===== config.mk =====
export PLATFORM = sky130hd
export DESIGN_NAME = stereo_linear_resampler
export DESIGN_NICKNAME = d
export VERILOG_FILES = /design/src/sv/rsmp_pkg.sv /design/src/sv/rsmp_lerp.sv /design/src/sv/stereo_linear_resampler.sv
export SDC_FILE = /design/constraint.sdc
export NUM_CORES = 1
export LEC_CHECK = 0
export BUFFER_PORTS_ARGS = -buffer_cell sky130_fd_sc_hd__clkbuf_2
export CORE_ASPECT_RATIO = 1.4
export CORE_UTILIZATION = 60
export CTS_BUF_LIST = sky130_fd_sc_hd__clkbuf_4
export DETAILED_ROUTE_END_ITERATION = 16
export PLACE_DENSITY = 0.76
export SKIP_LAST_GASP = 1
export SLEW_MARGIN = 20
export SYNTH_ARGS = -nofsm -noshare
export SYNTH_HDL_FRONTEND = slang
export SYNTH_SLANG_ARGS = --single-unit

===== constraint.sdc =====
create_clock -name clk_i -period 10.35 [get_ports clk_i]
set_clock_uncertainty 0.1 [all_clocks]
set_input_delay 2.07 -clock clk_i [delete_from_list [all_inputs] [get_ports clk_i]]
set_output_delay 2.07 -clock clk_i [all_outputs]
set_load 0.02 [all_outputs]

===== src/sv/rsmp_pkg.sv =====
// ----------------------------------------------------------------------------
// Resampler package
// Phase format, run limits and the shared interpolation unit's control type.
// ----------------------------------------------------------------------------
`default_nettype none

package rsmp_pkg;

  localparam int unsigned PhaseFracBits = 16;
  localparam int unsigned PhaseW        = PhaseFracBits + 1;
  localparam int unsigned MaxRun        = 64;
  localparam int unsigned RunCntW       = $clog2(MaxRun + 1);

  localparam logic [PhaseFracBits-1:0] MinStep   = PhaseFracBits'(1024);
  localparam logic [PhaseFracBits-1:0] ResetStep = PhaseFracBits'(44685);
  localparam logic [RunCntW-1:0]       RunLimit  = RunCntW'(MaxRun);

  typedef enum logic {
    CH_LEFT,
    CH_RIGHT
  } chan_e;

  typedef struct packed {
    logic  valid;
    chan_e chan;
  } lerp_ctl_t;

endpackage

`default_nettype wire


===== src/sv/rsmp_lerp.sv =====
// ----------------------------------------------------------------------------
// Shared interpolation unit
// Four-stage pipeline computing a + frac * (b - a), truncated toward zero.
// ----------------------------------------------------------------------------
`default_nettype none

module rsmp_lerp #(
  parameter int unsigned SAMPLE_WIDTH = 16
) (
  input  wire                              clk_i,
  input  wire                              rst_ni,
  input  wire rsmp_pkg::lerp_ctl_t         req_i,
  input  wire logic [SAMPLE_WIDTH-1:0]     a_i,
  input  wire logic [SAMPLE_WIDTH-1:0]     b_i,
  input  wire logic [rsmp_pkg::PhaseFracBits-1:0] frac_i,
  output rsmp_pkg::lerp_ctl_t              rsp_o,
  output logic [SAMPLE_WIDTH-1:0]          res_o
);

  localparam int unsigned Pf   = rsmp_pkg::PhaseFracBits;
  localparam int unsigned NumW = SAMPLE_WIDTH + Pf + 2;

  rsmp_pkg::lerp_ctl_t s1_ctl_q, s2_ctl_q, s3_ctl_q, s4_ctl_q;

  logic signed [SAMPLE_WIDTH:0]   s1_diff_q, s1_diff_d;
  logic        [SAMPLE_WIDTH-1:0] s1_base_q, s2_base_q;
  logic        [Pf-1:0]           s1_frac_q;
  logic signed [NumW-1:0]         s2_prod_q, s2_prod_d;
  logic signed [NumW-1:0]         s3_num_q, s3_num_d;
  logic        [NumW-1:0]         bias;
  logic        [NumW-1:0]         biased;
  logic        [SAMPLE_WIDTH-1:0] s4_res_q;

  assign s1_diff_d = $signed({b_i[SAMPLE_WIDTH-1], b_i})
                   - $signed({a_i[SAMPLE_WIDTH-1], a_i});
  assign s2_prod_d = NumW'(s1_diff_q) * NumW'($signed({1'b0, s1_frac_q}));
  assign s3_num_d  = s2_prod_q
                   + $signed({{2{s2_base_q[SAMPLE_WIDTH-1]}}, s2_base_q, {Pf{1'b0}}});

  // A negative sum is biased so that the arithmetic shift rounds toward zero.
  assign bias   = s3_num_q[NumW-1] ? {{(NumW-Pf){1'b0}}, {Pf{1'b1}}} : '0;
  assign biased = s3_num_q + bias;

  always_ff @(posedge clk_i or negedge rst_ni) begin
    if (!rst_ni) begin
      s1_ctl_q <= '0;
      s2_ctl_q <= '0;
      s3_ctl_q <= '0;
      s4_ctl_q <= '0;
    end else begin
      s1_ctl_q <= req_i;
      s2_ctl_q <= s1_ctl_q;
      s3_ctl_q <= s2_ctl_q;
      s4_ctl_q <= s3_ctl_q;
    end
  end

  always_ff @(posedge clk_i) begin
    s1_diff_q <= s1_diff_d;
    s1_base_q <= a_i;
    s1_frac_q <= frac_i;
    s2_prod_q <= s2_prod_d;
    s2_base_q <= s1_base_q;
    s3_num_q  <= s3_num_d;
    s4_res_q  <= biased[Pf+SAMPLE_WIDTH-1:Pf];
  end

  assign rsp_o = s4_ctl_q;
  assign res_o = s4_res_q;

endmodule

`default_nettype wire


===== src/sv/stereo_linear_resampler.sv =====
// ----------------------------------------------------------------------------
// Stereo linear resampler
// Emits output-rate stereo frames interpolated between successive source frames.
// ----------------------------------------------------------------------------
//
// Channel   Signals                                    Direction
// input     in_valid_i / in_ready_o, left_in_i, right_in_i   request in
// output    out_valid_o / out_ready_i, left_out_o, right_out_o, last_of_run_o
// config    rate_step_we_i, rate_step_i                write only
//
// One multiplier is shared by both channels and its four-stage pipeline is
// waited out for every output frame. Each request also passes through an
// acceptance state and an end-of-run check. The input is not ready while a
// request is being worked on. A stalled output holds the sequencer before the
// next frame is issued. Reset clears the previous frame and phase and restores
// the default step.
`default_nettype none

module stereo_linear_resampler #(
  parameter int unsigned SAMPLE_WIDTH = 16
) (
  input  wire                                     clk_i,
  input  wire                                     rst_ni,
  input  wire                                     rate_step_we_i,
  input  wire logic [rsmp_pkg::PhaseFracBits-1:0] rate_step_i,
  input  wire                                     in_valid_i,
  output logic                                    in_ready_o,
  input  wire logic [SAMPLE_WIDTH-1:0]            left_in_i,
  input  wire logic [SAMPLE_WIDTH-1:0]            right_in_i,
  output logic                                    out_valid_o,
  input  wire                                     out_ready_i,
  output logic [SAMPLE_WIDTH-1:0]                 left_out_o,
  output logic [SAMPLE_WIDTH-1:0]                 right_out_o,
  output logic                                    last_of_run_o
);

  localparam int unsigned Pf = rsmp_pkg::PhaseFracBits;

  localparam logic [2:0] ST_IDLE    = 3'd0;
  localparam logic [2:0] ST_CHECK   = 3'd1;
  localparam logic [2:0] ST_ISSUE_L = 3'd2;
  localparam logic [2:0] ST_ISSUE_R = 3'd3;
  localparam logic [2:0] ST_WAIT    = 3'd4;

  logic [2:0]                        state_q, state_d;
  logic [Pf-1:0]                     rate_step_q;
  logic [Pf-1:0]                     step_eff;
  logic [rsmp_pkg::PhaseW-1:0]       phase_q, phase_d;
  logic [rsmp_pkg::PhaseW-1:0]       phase_next;
  logic [rsmp_pkg::RunCntW-1:0]      cnt_q, cnt_d;
  logic [rsmp_pkg::RunCntW-1:0]      cnt_inc;
  logic                              last_q, last_d;
  logic [SAMPLE_WIDTH-1:0]           prev_l_q, prev_r_q, cur_l_q, cur_r_q;
  logic [SAMPLE_WIDTH-1:0]           hold_l_q;
  logic                              out_valid_q;
  logic [SAMPLE_WIDTH-1:0]           out_l_q, out_r_q;
  logic                              out_last_q;
  logic                              run_more;
  logic                              out_free;
  logic                              in_fire;
  logic                              rsp_right;
  rsmp_pkg::lerp_ctl_t               lerp_req, lerp_rsp;
  logic [SAMPLE_WIDTH-1:0]           lerp_a, lerp_b, lerp_res;

  assign step_eff   = (rate_step_q < rsmp_pkg::MinStep) ? rsmp_pkg::MinStep : rate_step_q;
  assign phase_next = phase_q + {1'b0, step_eff};
  assign cnt_inc    = cnt_q + 1'b1;
  assign run_more   = !phase_q[Pf] && (cnt_q != rsmp_pkg::RunLimit);
  assign out_free   = !out_valid_q || out_ready_i;
  assign in_ready_o = (state_q == ST_IDLE);
  assign in_fire    = in_valid_i && in_ready_o;
  assign rsp_right  = lerp_rsp.valid && (lerp_rsp.chan == rsmp_pkg::CH_RIGHT);

  assign lerp_req.valid = (state_q == ST_ISSUE_L) || (state_q == ST_ISSUE_R);
  assign lerp_req.chan  = (state_q == ST_ISSUE_L) ? rsmp_pkg::CH_LEFT : rsmp_pkg::CH_RIGHT;
  assign lerp_a         = (state_q == ST_ISSUE_L) ? prev_l_q : prev_r_q;
  assign lerp_b         = (state_q == ST_ISSUE_L) ? cur_l_q : cur_r_q;

  rsmp_lerp #(
    .SAMPLE_WIDTH(SAMPLE_WIDTH)
  ) u_lerp (
    .clk_i (clk_i),
    .rst_ni(rst_ni),
    .req_i (lerp_req),
    .a_i   (lerp_a),
    .b_i   (lerp_b),
    .frac_i(phase_q[Pf-1:0]),
    .rsp_o (lerp_rsp),
    .res_o (lerp_res)
  );

  always_comb begin
    state_d = state_q;
    phase_d = phase_q;
    cnt_d   = cnt_q;
    last_d  = last_q;
    case (state_q)
      ST_IDLE: begin
        if (in_fire) begin
          cnt_d   = '0;
          state_d = ST_CHECK;
        end
      end
      ST_CHECK: begin
        if (run_more) begin
          if (out_free) begin
            state_d = ST_ISSUE_L;
          end
        end else begin
          phase_d = phase_q[Pf] ? {1'b0, phase_q[Pf-1:0]} : '0;
          state_d = ST_IDLE;
        end
      end
      ST_ISSUE_L: begin
        state_d = ST_ISSUE_R;
      end
      ST_ISSUE_R: begin
        phase_d = phase_next;
        cnt_d   = cnt_inc;
        last_d  = phase_next[Pf] || (cnt_inc == rsmp_pkg::RunLimit);
        state_d = ST_WAIT;
      end
      ST_WAIT: begin
        if (rsp_right) begin
          state_d = ST_CHECK;
        end
      end
      default: begin
        state_d = ST_IDLE;
      end
    endcase
  end

  always_ff @(posedge clk_i or negedge rst_ni) begin
    if (!rst_ni) begin
      state_q     <= ST_IDLE;
      rate_step_q <= rsmp_pkg::ResetStep;
      phase_q     <= '0;
      cnt_q       <= '0;
      last_q      <= 1'b0;
      prev_l_q    <= '0;
      prev_r_q    <= '0;
      out_valid_q <= 1'b0;
    end else begin
      state_q <= state_d;
      phase_q <= phase_d;
      cnt_q   <= cnt_d;
      last_q  <= last_d;
      if (rate_step_we_i) begin
        rate_step_q <= rate_step_i;
      end
      if ((state_q == ST_CHECK) && !run_more) begin
        prev_l_q <= cur_l_q;
        prev_r_q <= cur_r_q;
      end
      if (rsp_right) begin
        out_valid_q <= 1'b1;
      end else if (out_ready_i) begin
        out_valid_q <= 1'b0;
      end
    end
  end

  always_ff @(posedge clk_i) begin
    if (in_fire) begin
      cur_l_q <= left_in_i;
      cur_r_q <= right_in_i;
    end
    if (lerp_rsp.valid && (lerp_rsp.chan == rsmp_pkg::CH_LEFT)) begin
      hold_l_q <= lerp_res;
    end
    if (rsp_right) begin
      out_l_q    <= hold_l_q;
      out_r_q    <= lerp_res;
      out_last_q <= last_q;
    end
  end

  assign out_valid_o   = out_valid_q;
  assign left_out_o    = out_l_q;
  assign right_out_o   = out_r_q;
  assign last_of_run_o = out_last_q;

endmodule

`default_nettype wire


# After elaboration in Yosys (flattened, before gate mapping)

Cells that the tools add are included.

Input port bits: 53
Logic and storage cells: 85
Register bits: 315
Output and inout port bits: 35

Equal/unequal tests: 11
Add/subtract/negate cells: 5
Magnitude comparators: 1
Bitwise gates (word level): 1
Multiply operators: 1
Muxes and demuxes: 17
Reductions and logical operators: 19

Operator list:

| operator                                              | count |
|---|---|
| two-way mux 16 bit                                    | 5 |
| adder 34 x 32 -> 34 bit                               | 1 |
| multiplier 17 x 17 -> 34 bit                          | 1 |
| one-hot mux 17 bit (2 select lines)                   | 1 |
| adder 32 bit                                          | 1 |
| adder 17 x 16 -> 17 bit                               | 1 |
| two-way mux 17 bit                                    | 1 |
| subtractor 16 x 16 -> 17 bit                          | 1 |
| < comparator 16 x 11 -> 1 bit (second input constant) | 1 |
| one-hot mux 3 bit (5 select lines)                    | 1 |
| one-hot mux 7 bit (2 select lines)                    | 1 |
| two-way mux 3 bit                                     | 4 |
| adder 7 x 1 -> 7 bit (second input constant)          | 1 |
| equality test 7 bit (second input constant)           | 1 |
| two-way mux 7 bit                                     | 1 |
| != test 7 bit (second input constant)                 | 1 |
| equality test 3 x 2 -> 1 bit (second input constant)  | 2 |
| != test 2 bit (second input constant)                 | 3 |
| AND reduction 3 bit                                   | 2 |
| nonzero test 2 bit                                    | 3 |
| logical AND 1 bit                                     | 5 |
| AND reduction 2 bit                                   | 2 |
| equality test 3 x 1 -> 1 bit (second input constant)  | 1 |
| equality test 3 bit (second input constant)           | 1 |
| other kinds (7)                                       | 13 |

# Logic depth before layout (Yosys ltp)

Depth in word-level cells: 5
Gate-level depth with buffers: 24
Depth with buffers taken out: 23

# Hierarchy

From an unflattened synthesis, not the netlist that was laid out.

Cell total of the unflattened synthesis: 2,179
Area total of the unflattened synthesis: 23,068.4 um^2

Modules (own cells, without submodules):

| module                  | area an instance (um^2) | sequential area each (um^2) | instances | cells each |
|---|---|---|---|---|
| rsmp_lerp               | 15,936.5                | 3,163.0                     | 1         | 1,674 |
| stereo_linear_resampler | 7,131.8                 | 4,370.4                     | 1         | 505 |

# Worst setup path before layout

No wires, ideal clock.

Path kind: reg2reg
Start: reg u_lerp.s1_diff_q[16]
End: reg u_lerp.s2_prod_q[32]
Library setup time: 0.144 ns
Slack: 4.168 ns
Cell stages (with the launch flop): 20
Period minus slack after synthesis: 6.182 ns
Arrival time: 5.937 ns
Required time: 10.106 ns
Path buffers: 1
Cells stage by stage: dfxtp_1 -> clkbuf_1 -> nand2_1 -> fa_1 -> fa_1 -> inv_1 -> fa_1 -> fa_1 -> fa_1 -> inv_1 -> fa_1 -> inv_1 -> ha_1 -> or2_2 -> a2111oi_0 -> nor2b_1 -> a22oi_1 -> a311oi_1 -> or3_4 -> o311ai_2

Cells in the longest elaborated chain, start to end: 1

RTL lines:

| item                         | RTL line        | source |
|---|---|---|
| start: declaration           | rsmp_lerp.sv:25 | `logic signed [SAMPLE_WIDTH:0] s1_diff_q, s1_diff_d;` |
| start signal: assignment     | rsmp_lerp.sv:59 | `s1_diff_q <= s1_diff_d;` |
| multiplier 17 x 17 -> 34 bit | rsmp_lerp.sv:36 | `assign s2_prod_d = NumW'(s1_diff_q) * NumW'($signed({1'b0, s1_frac_q}));` |
| via u_lerp.s2_prod_d[32]     | rsmp_lerp.sv:28 | `logic signed [NumW-1:0] s2_prod_q, s2_prod_d;` |
| end signal: assignment       | rsmp_lerp.sv:62 | `s2_prod_q <= s2_prod_d;` |
| end: declaration             | rsmp_lerp.sv:28 |  |

The timed path passes the listed nets, and every way through them passes these cells.
A chain may end at the register's enable or synchronous reset.

# Worst setup path in the final report

Start: reg u_lerp.s1_frac_q[2]
End: reg u_lerp.s2_prod_q[32]

Cells in the longest elaborated chain, start to end: 1

RTL lines:

| item                         | RTL line        | source |
|---|---|---|
| start: declaration           | rsmp_lerp.sv:27 | `logic [Pf-1:0] s1_frac_q;` |
| start signal: assignment     | rsmp_lerp.sv:61 | `s1_frac_q <= frac_i;` |
| multiplier 17 x 17 -> 34 bit | rsmp_lerp.sv:36 |  |
| via u_lerp.s2_prod_d[32]     | rsmp_lerp.sv:28 |  |

The timed path passes the listed nets, and every way through them passes these cells.

==> flow_summary.toml <==
[run_status]
outcome = "finished clean"

[drt]
wl_per_cell_um = 16.5
wl_um = 44900
drc = 0
drt_iter0_drc = 571
vias_per_cell = 5.36
via_count = 14600
first_pass_iters = 8
postRouteAntennaNets = 0

[global_routing]
use_met1_pct = 28.0
use_met3_pct = 4.89
use_met2_pct = 47.0
antenna_found_initial = 2
grt_pass1_vias = 16400
grt_first_pass_wirelength_um = 76100
grt_usage_pct = 26.0
grt-ovfl-total = 0
grt_start_max_net_pins = 59
grt-busiest-layer = "met2"

[timing]
period_minus_slack_ns = 7.07
relSlewSlack_pct = 41.9
fin_crit_sh_pct = 68.3
hold_violations = 0
setup_tns_ns = 0
worst_pin_slew_ns = 0.870
drv_slew = 0
setup_viol = 0
max_freq_mhz = 142
rsz0062_at_grt = "false"

[synthesis]
synthArstFlopShare_pct = 27.1
synth_edf_count = 81
ys_seq_elements = 314
synth_nets = 2569
synth_cells = 2081
netlist_area_um2 = 22300
avgSynthCellArea_um2 = 10.7
synthFlopType = "dfxtp_1"
synth_cell_types = 68
ys_seq_area_share_pct = 33.8
ys_warn_count = 0

[clock_tree]
cts-buffers-inserted = 75
hold_buffers = 0
clkTransAtPathRegs_ns = 0.07
clock_path_buffers = 3
cts-root-buf = "clkbuf_4"
postCtsSetupBuffers = 0
clkSinkCount = 314
cts.htree.levels = 3
cts_resized = 0
cts_tree = "built"
clkLatencyLatePin_ns = 0.78

[setup_path]
reg2reg_depth = 19
critPathCaptureType = "flop"
critPathMaxFanout = 17
worstSetupPathType = "flop to flop"
r2r_setup_slack_ns = 3.28
startpoint_type = "flop"
cp.required_ns = 10.87
arrival_ns = 7.59

[cells_and_area]
nets = 2681
final_layout_size_suffix_gt1_share_pct = 13.9
nFillCells = 2872
area_growth_pct = 8.47

[floorplan]
pin_count = 88
die-area_um2 = 37900
num_rows = 83
die_y_um = 230
die_width_um = 165
initial_core_util_pct = 60.8
core_region_area_um2 = 36700

[placement]
dp_hpwl_um = 34900
gp_congestion = 0.873
port_buffers = 87

[worst_hold_path]
worstHoldPathType = "flop to flop"
hold_depth = 0

[job]
cap_violations = 0
[final timing paths]
path,from,end
setup reg to reg,u_lerp.s1_frac_q[2],u_lerp.s2_prod_q[32]
max in group asynchronous,rst_ni,phase_q[0]
min in group asynchronous,rst_ni,prev_l_q[11]
setup / recovery,u_lerp.s1_frac_q[2],u_lerp.s2_prod_q[32]
hold / removal,u_lerp.s1_base_q[10],u_lerp.s2_base_q[10]
hold reg to reg,u_lerp.s1_base_q[10],u_lerp.s2_base_q[10]
[area by class of cell]
type                    instances  area, µm²  share of cell area (%)
multi-input cells            1312      13100                    54.0
well taps                     467        584                    2.42
inverters                     397       1490                    6.16
repair buffers                 93        483                    2.00
flip-flops and latches        314       7530                    31.2
diodes                          3       7.51                  0.0310
clock buffers                 118        886                    3.66
clock inverters                22        143                   0.590
[layout by cell type, fill, tap and decap left out, drive strengths merged, types with 12 or more instances in the layout]
cell type | Yosys | routed
mux2i | 16 | 16
clkbuf | 53 | 204
and2 | 124 | 124
mux2 | 64 | 64
edfxtp | 81 | 81
xor2 | 20 | 20
nand2b | 13 | 13
clkinv | 0 | 16
nor3 | 19 | 19
o21ai | 61 | 61
nor2b | 12 | 12
a21oi | 55 | 55
nor2 | 40 | 40
fa | 282 | 282
dfxtp | 148 | 148
and3 | 12 | 12
o21a | 13 | 13
a21o | 21 | 21
nand3 | 21 | 21
inv | 397 | 401
ha | 153 | 153
xnor2 | 67 | 67
dfrtp | 76 | 76
nand2 | 228 | 228
[cells in the mapped netlist (54+ instances only)]
master | number | area [µm²]
edfxtp_1 | 81 | 2430
and2_1 | 124 | 776
inv_1 | 397 | 1490
fa_1 | 282 | 5650
ha_1 | 153 | 1910
mux2_2 | 64 | 721
xnor2_1 | 67 | 587
dfrtp_1 | 76 | 1900
o21ai_0 | 54 | 270
nand2_1 | 228 | 856
dfxtp_1 | 148 | 2960
[critical path, stage by stage (launching register included)]
cell	delay, ns
dfxtp_1	0.70
and2_1	0.33
fa_1	0.49
inv_1	0.21
fa_1	0.48
inv_1	0.32
fa_1	0.50
fa_1	0.50
fa_1	0.55
inv_1	0.05
fa_1	0.53
inv_1	0.04
ha_1	0.22
or2_2	0.34
a2111oi_0	0.43
nor2b_1	0.19
a22oi_1	0.12
a311oi_1	0.46
or3_4	0.23
o311ai_2	0.10
[metrics by stage]
step           cells  cell area [µm²]  setup slack, ns  hold slack (ns)  util, %
5_1_grt         2726            24200             2.72            0.214     66.0
2_1_floorplan   2081            22300             4.17            0.210        -
3_3_place_gp    2583            23100             3.42            0.210     63.1
3_5_place_dp    2583            23100             3.30            0.212     63.1
6_report        2726            24200             3.28            0.200     66.0
4_1_cts         2723            24200             3.22            0.208     66.0
[routing by layer]
metal / vias up / share of wire, %
met1: 7217 / 37
met4: 0 / 5.0
met5: - / 0
met2: 407 / 54
met3: 151 / 4.8
li1: 6829 / -
[flip-flops by register name, indices dropped and copies added (netlist names), 17 cells and up]
| register | cells |
|---|---|
| u_lerp.s2_prod_q | 34 |
| u_lerp.s3_num_q | 33 |
| u_lerp.s1_diff_q | 17 |
| phase_q | 17 |
[kinds of logic after synthesis]
logic type	synth area share (%)
buf+inv	7.71
simple gates	10.9
fa+ha+maj	33.9
xor+xnor	3.42
compound gates	6.30
mux	3.95
flops	33.8
Power is not shown: default switching activity piles up to over one toggle a cycle in this logic, so the estimate is an artifact.
